--- src/rtl/cscos_pkg.sv ---
// ----------------------------------------------------------------------------
// cscos_pkg
// Shared types, constants and the arctangent table for the CORDIC sine/cosine
// generator.
// ----------------------------------------------------------------------------
package cscos_pkg;

  localparam int CNT_W          = 5;      // iteration count register width
  localparam int FIELD_W        = 18;     // angle / cosine / sine port width
  localparam int TABLE_SIZE     = 16;
  localparam int TABLE_FRAC     = 30;     // fractional bits of the atan table
  localparam int GAIN_NUM       = 39797;  // K * 2^16
  localparam int GAIN_SHIFT     = 16;
  localparam int DEF_MAX_ITER   = 16;
  localparam int DEF_FRAC_BITS  = 16;

  localparam logic [CNT_W-1:0] ITER_RESET = CNT_W'(16);

  // round(atan(2^-i) * 2^30)
  localparam logic [31:0] ATAN_Q30 [TABLE_SIZE] = '{
    32'd843314857, 32'd497837829, 32'd263043837, 32'd133525159,
    32'd67021687,  32'd33543516,  32'd16775851,  32'd8388437,
    32'd4194283,   32'd2097149,   32'd1048576,   32'd524288,
    32'd262144,    32'd131072,    32'd65536,     32'd32768
  };

  // Control word that walks down the cell row beside the data.
  typedef struct packed {
    logic             valid;
    logic [CNT_W-1:0] count;
  } cell_ctrl_t;

  // Micro-rotation angle of step i, rounded half up to frac fractional bits.
  function automatic logic [31:0] atan_step(input int i, input int frac);
    logic [63:0] a;
    logic [63:0] r;
    a = {32'd0, ATAN_Q30[i]};
    r = (a + (64'd1 << (TABLE_FRAC - frac - 1))) >> (TABLE_FRAC - frac);
    return r[31:0];
  endfunction

endpackage

--- src/rtl/cscos_cell.sv ---
// ----------------------------------------------------------------------------
// cscos_cell
// One CORDIC micro-rotation stage: rotate by atan(2^-STAGE) or pass through.
// ----------------------------------------------------------------------------
module cscos_cell #(
  parameter int STAGE     = 0,
  parameter int FRAC_BITS = 16,
  parameter int DW        = 19,
  parameter int ZW        = 19
) (
  input  logic                    clk_i,
  input  logic                    rst_ni,
  input  cscos_pkg::cell_ctrl_t   ctrl_i,
  input  logic signed [DW-1:0]    x_i,
  input  logic signed [DW-1:0]    y_i,
  input  logic signed [ZW-1:0]    z_i,
  output cscos_pkg::cell_ctrl_t   ctrl_o,
  output logic signed [DW-1:0]    x_o,
  output logic signed [DW-1:0]    y_o,
  output logic signed [ZW-1:0]    z_o
);
  import cscos_pkg::*;

  localparam logic [CNT_W-1:0]  STAGE_C = CNT_W'(STAGE);
  localparam logic signed [ZW-1:0] ANGLE = ZW'(atan_step(STAGE, FRAC_BITS));

  cell_ctrl_t           ctrl_q;
  logic signed [DW-1:0] x_d, x_q, y_d, y_q, xs, ys;
  logic signed [ZW-1:0] z_d, z_q;

  assign xs = x_i >>> STAGE;
  assign ys = y_i >>> STAGE;

  always_comb begin
    x_d = x_i;
    y_d = y_i;
    z_d = z_i;
    // rotate only while this stage is inside the requested count
    if (ctrl_i.count > STAGE_C) begin
      if (z_i[ZW-1]) begin
        x_d = x_i + ys;
        y_d = y_i - xs;
        z_d = z_i + ANGLE;
      end else begin
        x_d = x_i - ys;
        y_d = y_i + xs;
        z_d = z_i - ANGLE;
      end
    end
  end

  always_ff @(posedge clk_i or negedge rst_ni) begin
    if (!rst_ni) begin
      ctrl_q <= '0;
    end else begin
      ctrl_q <= ctrl_i;
    end
  end

  always_ff @(posedge clk_i) begin
    x_q <= x_d;
    y_q <= y_d;
    z_q <= z_d;
  end

  assign ctrl_o = ctrl_q;
  assign x_o    = x_q;
  assign y_o    = y_q;
  assign z_o    = z_q;

endmodule

--- src/rtl/cscos_gain.sv ---
// ----------------------------------------------------------------------------
// cscos_gain
// Gain correction: scale x and y by K, floor-shift, saturate to the port width.
// ----------------------------------------------------------------------------
module cscos_gain #(
  parameter int DW = 19
) (
  input  logic                                  clk_i,
  input  logic                                  rst_ni,
  input  logic                                  valid_i,
  input  logic signed [DW-1:0]                  x_i,
  input  logic signed [DW-1:0]                  y_i,
  output logic                                  valid_o,
  output logic signed [cscos_pkg::FIELD_W-1:0]  x_o,
  output logic signed [cscos_pkg::FIELD_W-1:0]  y_o
);
  import cscos_pkg::*;

  localparam int PW = DW + GAIN_SHIFT + 1;
  localparam logic signed [GAIN_SHIFT:0] GAIN  = (GAIN_SHIFT+1)'(GAIN_NUM);
  localparam logic signed [PW-1:0] SAT_HI = PW'((1 << (FIELD_W - 1)) - 1);
  localparam logic signed [PW-1:0] SAT_LO = -PW'(1 << (FIELD_W - 1));

  logic                        mul_valid_q, out_valid_q;
  logic signed [PW-1:0]        px_q, py_q, sx, sy;
  logic signed [FIELD_W-1:0]   x_d, y_d, x_q, y_q;

  function automatic logic signed [FIELD_W-1:0] sat(input logic signed [PW-1:0] v);
    logic signed [FIELD_W-1:0] r;
    if (v > SAT_HI) begin
      r = SAT_HI[FIELD_W-1:0];
    end else if (v < SAT_LO) begin
      r = SAT_LO[FIELD_W-1:0];
    end else begin
      r = v[FIELD_W-1:0];
    end
    return r;
  endfunction

  assign sx  = px_q >>> GAIN_SHIFT;
  assign sy  = py_q >>> GAIN_SHIFT;
  assign x_d = sat(sx);
  assign y_d = sat(sy);

  always_ff @(posedge clk_i or negedge rst_ni) begin
    if (!rst_ni) begin
      mul_valid_q <= 1'b0;
      out_valid_q <= 1'b0;
    end else begin
      mul_valid_q <= valid_i;
      out_valid_q <= mul_valid_q;
    end
  end

  always_ff @(posedge clk_i) begin
    px_q <= PW'(x_i) * PW'(GAIN);
    py_q <= PW'(y_i) * PW'(GAIN);
    x_q  <= x_d;
    y_q  <= y_d;
  end

  assign valid_o = out_valid_q;
  assign x_o     = x_q;
  assign y_o     = y_q;

endmodule

--- src/rtl/cordic_sine_cosine_top.sv ---
// ----------------------------------------------------------------------------
// cordic_sine_cosine_top
// Rotation-mode CORDIC sine/cosine generator, one angle per clock.
// ----------------------------------------------------------------------------
//  Channel   Ports                               Direction  Handshake
//  angle     start, busy, angle_i                in         start & !busy
//  result    done_o, cosine_o, sine_o            out        done_o strobe
//  config    cfg_we_i, cfg_wdata_i               in         cfg_we_i
//
//  Each micro-rotation cell registers its result, then the gain multiply and
//  the saturation into the output register are registered in turn.
//  Throughput is one angle per clock; busy stays low, since the cell row
//  advances every cycle and each result leaves on its own strobe.
//  Reset clears the valid bits of the row and loads an iteration count of 16.
//  The receiver cannot stall; every result is a one-cycle done_o transfer.
// ----------------------------------------------------------------------------
module cordic_sine_cosine_top #(
  parameter int MAX_ITERATIONS = cscos_pkg::DEF_MAX_ITER,
  parameter int FRACTION_BITS  = cscos_pkg::DEF_FRAC_BITS
) (
  input  logic                                  clk_i,
  input  logic                                  rst_ni,
  input  logic                                  start,
  output logic                                  busy,
  input  logic signed [cscos_pkg::FIELD_W-1:0]  angle_i,
  input  logic                                  cfg_we_i,
  input  logic [cscos_pkg::CNT_W-1:0]           cfg_wdata_i,
  output logic                                  done_o,
  output logic signed [cscos_pkg::FIELD_W-1:0]  cosine_o,
  output logic signed [cscos_pkg::FIELD_W-1:0]  sine_o
);
  import cscos_pkg::*;

  // |x|,|y| stay below about 1.65 * 2^FRACTION_BITS; keep headroom.
  localparam int DW = FRACTION_BITS + 3;
  // |z| never grows beyond the larger of the input angle and atan(1).
  localparam int ZW = ((FRACTION_BITS + 2 > FIELD_W) ? FRACTION_BITS + 2 : FIELD_W) + 1;

  logic [CNT_W-1:0]     iter_q;
  cell_ctrl_t           ctrl [MAX_ITERATIONS+1];
  logic signed [DW-1:0] xv   [MAX_ITERATIONS+1];
  logic signed [DW-1:0] yv   [MAX_ITERATIONS+1];
  logic signed [ZW-1:0] zv   [MAX_ITERATIONS+1];

  // Hold the iteration count; the user must write it only while the row is idle (not enforced here).
  always_ff @(posedge clk_i or negedge rst_ni) begin
    if (!rst_ni) begin
      iter_q <= ITER_RESET;
    end else if (cfg_we_i) begin
      iter_q <= cfg_wdata_i;
    end
  end

  // The row never blocks: a new angle may enter on every clock.
  assign busy = 1'b0;

  // Seed the first cell with the vector (1, 0) and the incoming angle.
  assign ctrl[0].valid = start;
  assign ctrl[0].count = iter_q;
  assign xv[0]         = DW'(1) <<< FRACTION_BITS;
  assign yv[0]         = '0;
  assign zv[0]         = ZW'(angle_i);

  // One cell per micro-rotation; a cell past the item's count passes through.
  for (genvar g = 0; g < MAX_ITERATIONS; g++) begin : g_cell
    cscos_cell #(
      .STAGE     (g),
      .FRAC_BITS (FRACTION_BITS),
      .DW        (DW),
      .ZW        (ZW)
    ) u_cell (
      .clk_i  (clk_i),
      .rst_ni (rst_ni),
      .ctrl_i (ctrl[g]),
      .x_i    (xv[g]),
      .y_i    (yv[g]),
      .z_i    (zv[g]),
      .ctrl_o (ctrl[g+1]),
      .x_o    (xv[g+1]),
      .y_o    (yv[g+1]),
      .z_o    (zv[g+1])
    );
  end

  // Scale by K and saturate into the result register.
  cscos_gain #(
    .DW (DW)
  ) u_gain (
    .clk_i   (clk_i),
    .rst_ni  (rst_ni),
    .valid_i (ctrl[MAX_ITERATIONS].valid),
    .x_i     (xv[MAX_ITERATIONS]),
    .y_i     (yv[MAX_ITERATIONS]),
    .valid_o (done_o),
    .x_o     (cosine_o),
    .y_o     (sine_o)
  );

endmodule
--- config.mk ---
export PLATFORM = sky130hd
export DESIGN_NAME = cordic_sine_cosine_top
export DESIGN_NICKNAME = d
export VERILOG_FILES = /design/src/rtl/cscos_pkg.sv /design/src/rtl/cscos_cell.sv /design/src/rtl/cscos_gain.sv /design/src/rtl/cordic_sine_cosine_top.sv
export SDC_FILE = /design/constraint.sdc
export NUM_CORES = 2
export LEC_CHECK = 0
export CORE_MARGIN = 3
export CORE_UTILIZATION = 28
export DETAILED_ROUTE_END_ITERATION = 12
export DONT_BUFFER_PORTS = 1
export GPL_ROUTABILITY_DRIVEN = 0
export SYNTH_ARGS = -nofsm -noshare
export SYNTH_HDL_FRONTEND = slang
export SYNTH_SLANG_ARGS = --single-unit
--- constraint.sdc ---
create_clock -name clk_i -period 5.7 [get_ports clk_i]
set_input_delay 0.285 -clock clk_i [delete_from_list [all_inputs] [get_ports clk_i]]
set_output_delay 0.285 -clock clk_i [all_outputs]
set_load 0.005 [all_outputs]
==> summary.txt <==
Run status
  – Status: finished, final reports clean

Yosys
  – EDFF count, synth: 0
  – Sequential element share of the synthesized area: 0.264
  – Mapped Cells: 8114
  – Synthesized net count: 9435
  – Post-synth top flop: dfxtp_1
  – Average cell area after synthesis: 8.64 um2
  – Synth Cell Area: 70100 um2
  – Async SR Flop Fraction: 0.104
  – Synth warnings: 0
  – Yosys reg bits: 900
  – Library cells used by synthesis: 90

Route
  – Vias: 56221
  – DR vias/cell: 4.83
  – DRT iter0 DRCs: 3203
  – Met2 WL: 85000 um
  – # DRC: 0
  – Met3 Wirelength: 6100 um
  – Final ANT Viol Nets: 0
  – WL per Instance: 15.1 um
  – First drt pass iteration count: 6
  – Routed wire length: 175000 um
  – M1 wire length: 79100 um
  – Top routing layer in use: met5

STA
  – Slew Viols, Final: 0
  – Tmin final: 5.55 ns
  – Slew @ Worst Pin: 1.20 ns
  – Final count of hold timing violations: 0
  – Clk_skew: 0.101 ns
  – Max Clk Rate: 180 MHz
  – RSZ-0062 raised after global routing: true
  – Final Cycle Share: 0.973
  – Slew HR: 0.201
  – Final Worst Setup Slack: 0.152 ns
  – # setup viols final: 0

Worst setup path
  – WS Path Type: flip-flop to flip-flop
  – Critical R2R Launch: g_cell[15].u_cell.y_o[15]$_DFF_P_
  – Critical Path AT: 6.20 ns
  – Setup crit start kind: flip-flop
  – Critical Path Source: g_cell[15].u_cell.y_o[15]$_DFF_P_
  – CP endpoint kind: flip-flop
  – Required @ worst endpoint: 6.35 ns
  – FF-to-FF path depth: 20
  – CP max FO: 4

Floorplanning
  – Placeable core area: 249000 um2
  – Initial core utilization: 0.282
  – Die Ht: 506 um
  – Top Ports: 65
  – Row Count: 183
  – Die area: 256000 um2
  – Die W: 506 um

Clock tree
  – Max Buffers Root-to-Sink: 3
  – Clock root cell: clkbuf_16
  – Clk_lat worst skew: 0.78 ns
  – H-Tree Depth: 3
  – Clock-pin slew on the worst setup and hold paths: 0.07 ns
  – Number of CTS-inserted buffers: 106
  – CTS tree: built
  – CTS sink cnt: 900

Placed design
  – Place WS: -0.238 ns
  – Dpl cells: 11393
  – Count of buffers from port buffering: 0
  – Hpwl dp: 139000 um

Global routing
  – Grt total ovfl: 0
  – Number of global-route vias before repair: 56131
  – GR Util All Layers: 0.133
  – First-pass GRT wire length: 285000 um
  – Largest net degree at the start of global routing: 95
  – Initial antenna violation count: 2

Cells and area
  – Area grow syn2layout: 14.0%
  – Final Net Count: 9537
  – Fillers: 25459
  – Post-Layout Cell Count: 11642
  – Share of cells above drive strength 1: 0.0771

Hold path
  – HP Class: input port to flip-flop
  – Worst Hold Depth: 1
  – Hold Startpoint: angle_i[3]

Run
  – Maxcap violations: 0
critical path, cell delays in order (launching register included):
cell	delay (ns)
dfxtp_4	0.37
buf_4	0.16
ha_4	0.26
inv_1	0.05
fa_1	0.49
fa_2	0.53
inv_1	0.05
fa_1	0.48
fa_1	0.54
inv_1	0.05
fa_1	0.52
inv_1	0.04
ha_2	0.19
a21oi_2	0.13
o211ai_1	0.10
a221o_1	0.36
a221oi_2	0.34
o21ai_2	0.13
or3_4	0.39
a31oi_4	0.17
xnor2_1	0.13
layout make-up:
class / count / area, um2 / share of cell area
Tap cell: 3330 / 4170 / 0.0521
Multi-Input combinational cell: 6256 / 48900 / 0.612
Sequential cell: 900 / 18600 / 0.232
Antenna cell: 2 / 5.00 / 0.0000626
Clock inverter: 65 / 925 / 0.0116
Timing Repair Buffer: 191 / 1560 / 0.0195
Clock buffer: 137 / 2940 / 0.0368
Inverter: 761 / 2860 / 0.0357
state kept, by name, indices dropped and copies added, names as in the netlist:
| signal | flops |
|---|---|
| g_cell.u_cell.ctrl_o | 87 |
| g_cell.u_cell.x_o | 239 |
| g_cell.u_cell.y_o | 242 |
| g_cell.u_cell.z_o | 249 |
| iter_q | 5 |
| u_gain.mul_valid_q | 1 |
| u_gain.px_q | 20 |
| u_gain.py_q | 20 |
| u_gain.valid_o | 1 |
| u_gain.x_o | 18 |
| u_gain.y_o | 18 |
cells by family (layout without fill, tap and decap cells):
family	after synthesis	after routing	share of synthesized area
simple gates	2120	2120	0.136
compound gates	2007	2007	0.176
fa+ha+maj	1294	1294	0.265
buf+inv	958	1154	0.0514
flops	900	900	0.264
xor+xnor	708	708	0.0885
mux	126	126	0.0194
other cells	1	3	0.0000535
cell usage after synthesis, types with 98 or more instances:
cell	number	share of area
ha_1	980	0.17
dfxtp_1	806	0.23
inv_1	756	0.040
nor2_1	749	0.040
a21oi_1	697	0.050
nand2_1	642	0.034
o21ai_0	525	0.037
xnor2_1	398	0.050
fa_1	314	0.090
xor2_1	310	0.039
nor3_1	213	0.015
clkbuf_1	160	0.0086
a21o_1	157	0.017
nand3_1	98	0.0070
through the flow:
| stage | instance area, um2 | setup TNS [ns] | utilization | hold slack, ns |
|---|---|---|---|---|
| floorplan | 70100 | 0 | - | -0.0106 |
| global placement | 74800 | -0.460 | 0.300 | -0.00748 |
| detailed placement | 74800 | -1.21 | 0.300 | -0.00687 |
| CTS | 79100 | 0 | 0.318 | 0.000414 |
| global route | 79900 | -0.371 | 0.321 | 0.0437 |
| finish | 79900 | 0 | 0.321 | 0.0888 |
final timing paths:
check | end | slack (ns)
hold reg to reg | g_cell[1].u_cell.ctrl_o[5]$_DFF_PN0_ | 0.29
hold / removal | g_cell[0].u_cell.z_o[3]$_DFF_P_ | 0.09
min in group asynchronous | g_cell[15].u_cell.ctrl_o[5]$_DFF_PN0_ | 0.10
setup reg to reg | u_gain.py_q[33]$_DFF_P_ | 0.15
max in group asynchronous | g_cell[3].u_cell.ctrl_o[4]$_DFF_PN0_ | 5.11
setup / recovery | u_gain.py_q[33]$_DFF_P_ | 0.15
metal layers:
| layer | global-route usage | up-vias |
|---|---|---|
| met5 | 0 | - |
| met1 | 0.168 | 26577 |
| li1 | - | 28295 |
| met3 | 0.0153 | 288 |
| met4 | 0.0409 | 2 |
| met2 | 0.235 | 1059 |
placed cells by master, fill, tap and decap left out, types with 47 or more instances in the layout:
cell       instances
a211oi_1          65
a21o_1           155
a21oi_1          682
buf_4            149
clkbuf_16        107
dfrtp_1           93
dfxtp_1          781
fa_1             296
ha_1             935
inv_1            738
mux2_2            79
mux2i_1           47
nand2_1          641
nand2b_1          73
nand3_1           98
nor2_1           745
nor2b_1           52
nor3_1           211
o21a_1            72
o21ai_0          522
o21bai_1          86
o31ai_1           57
or3_1             54
xnor2_1          398
xor2_1           309
what timing repair did:
action                     in CTS  in global routing
buffers inserted                0                  7
pin swaps                      10                 96
setup endpoints to repair      12                 19
resized for setup              19                147
hold endpoints to repair      120                  0
hold buffers                   38                  0
Power is not shown: default switching activity piles up to over one toggle a cycle in this logic, so the estimate is an artifact.
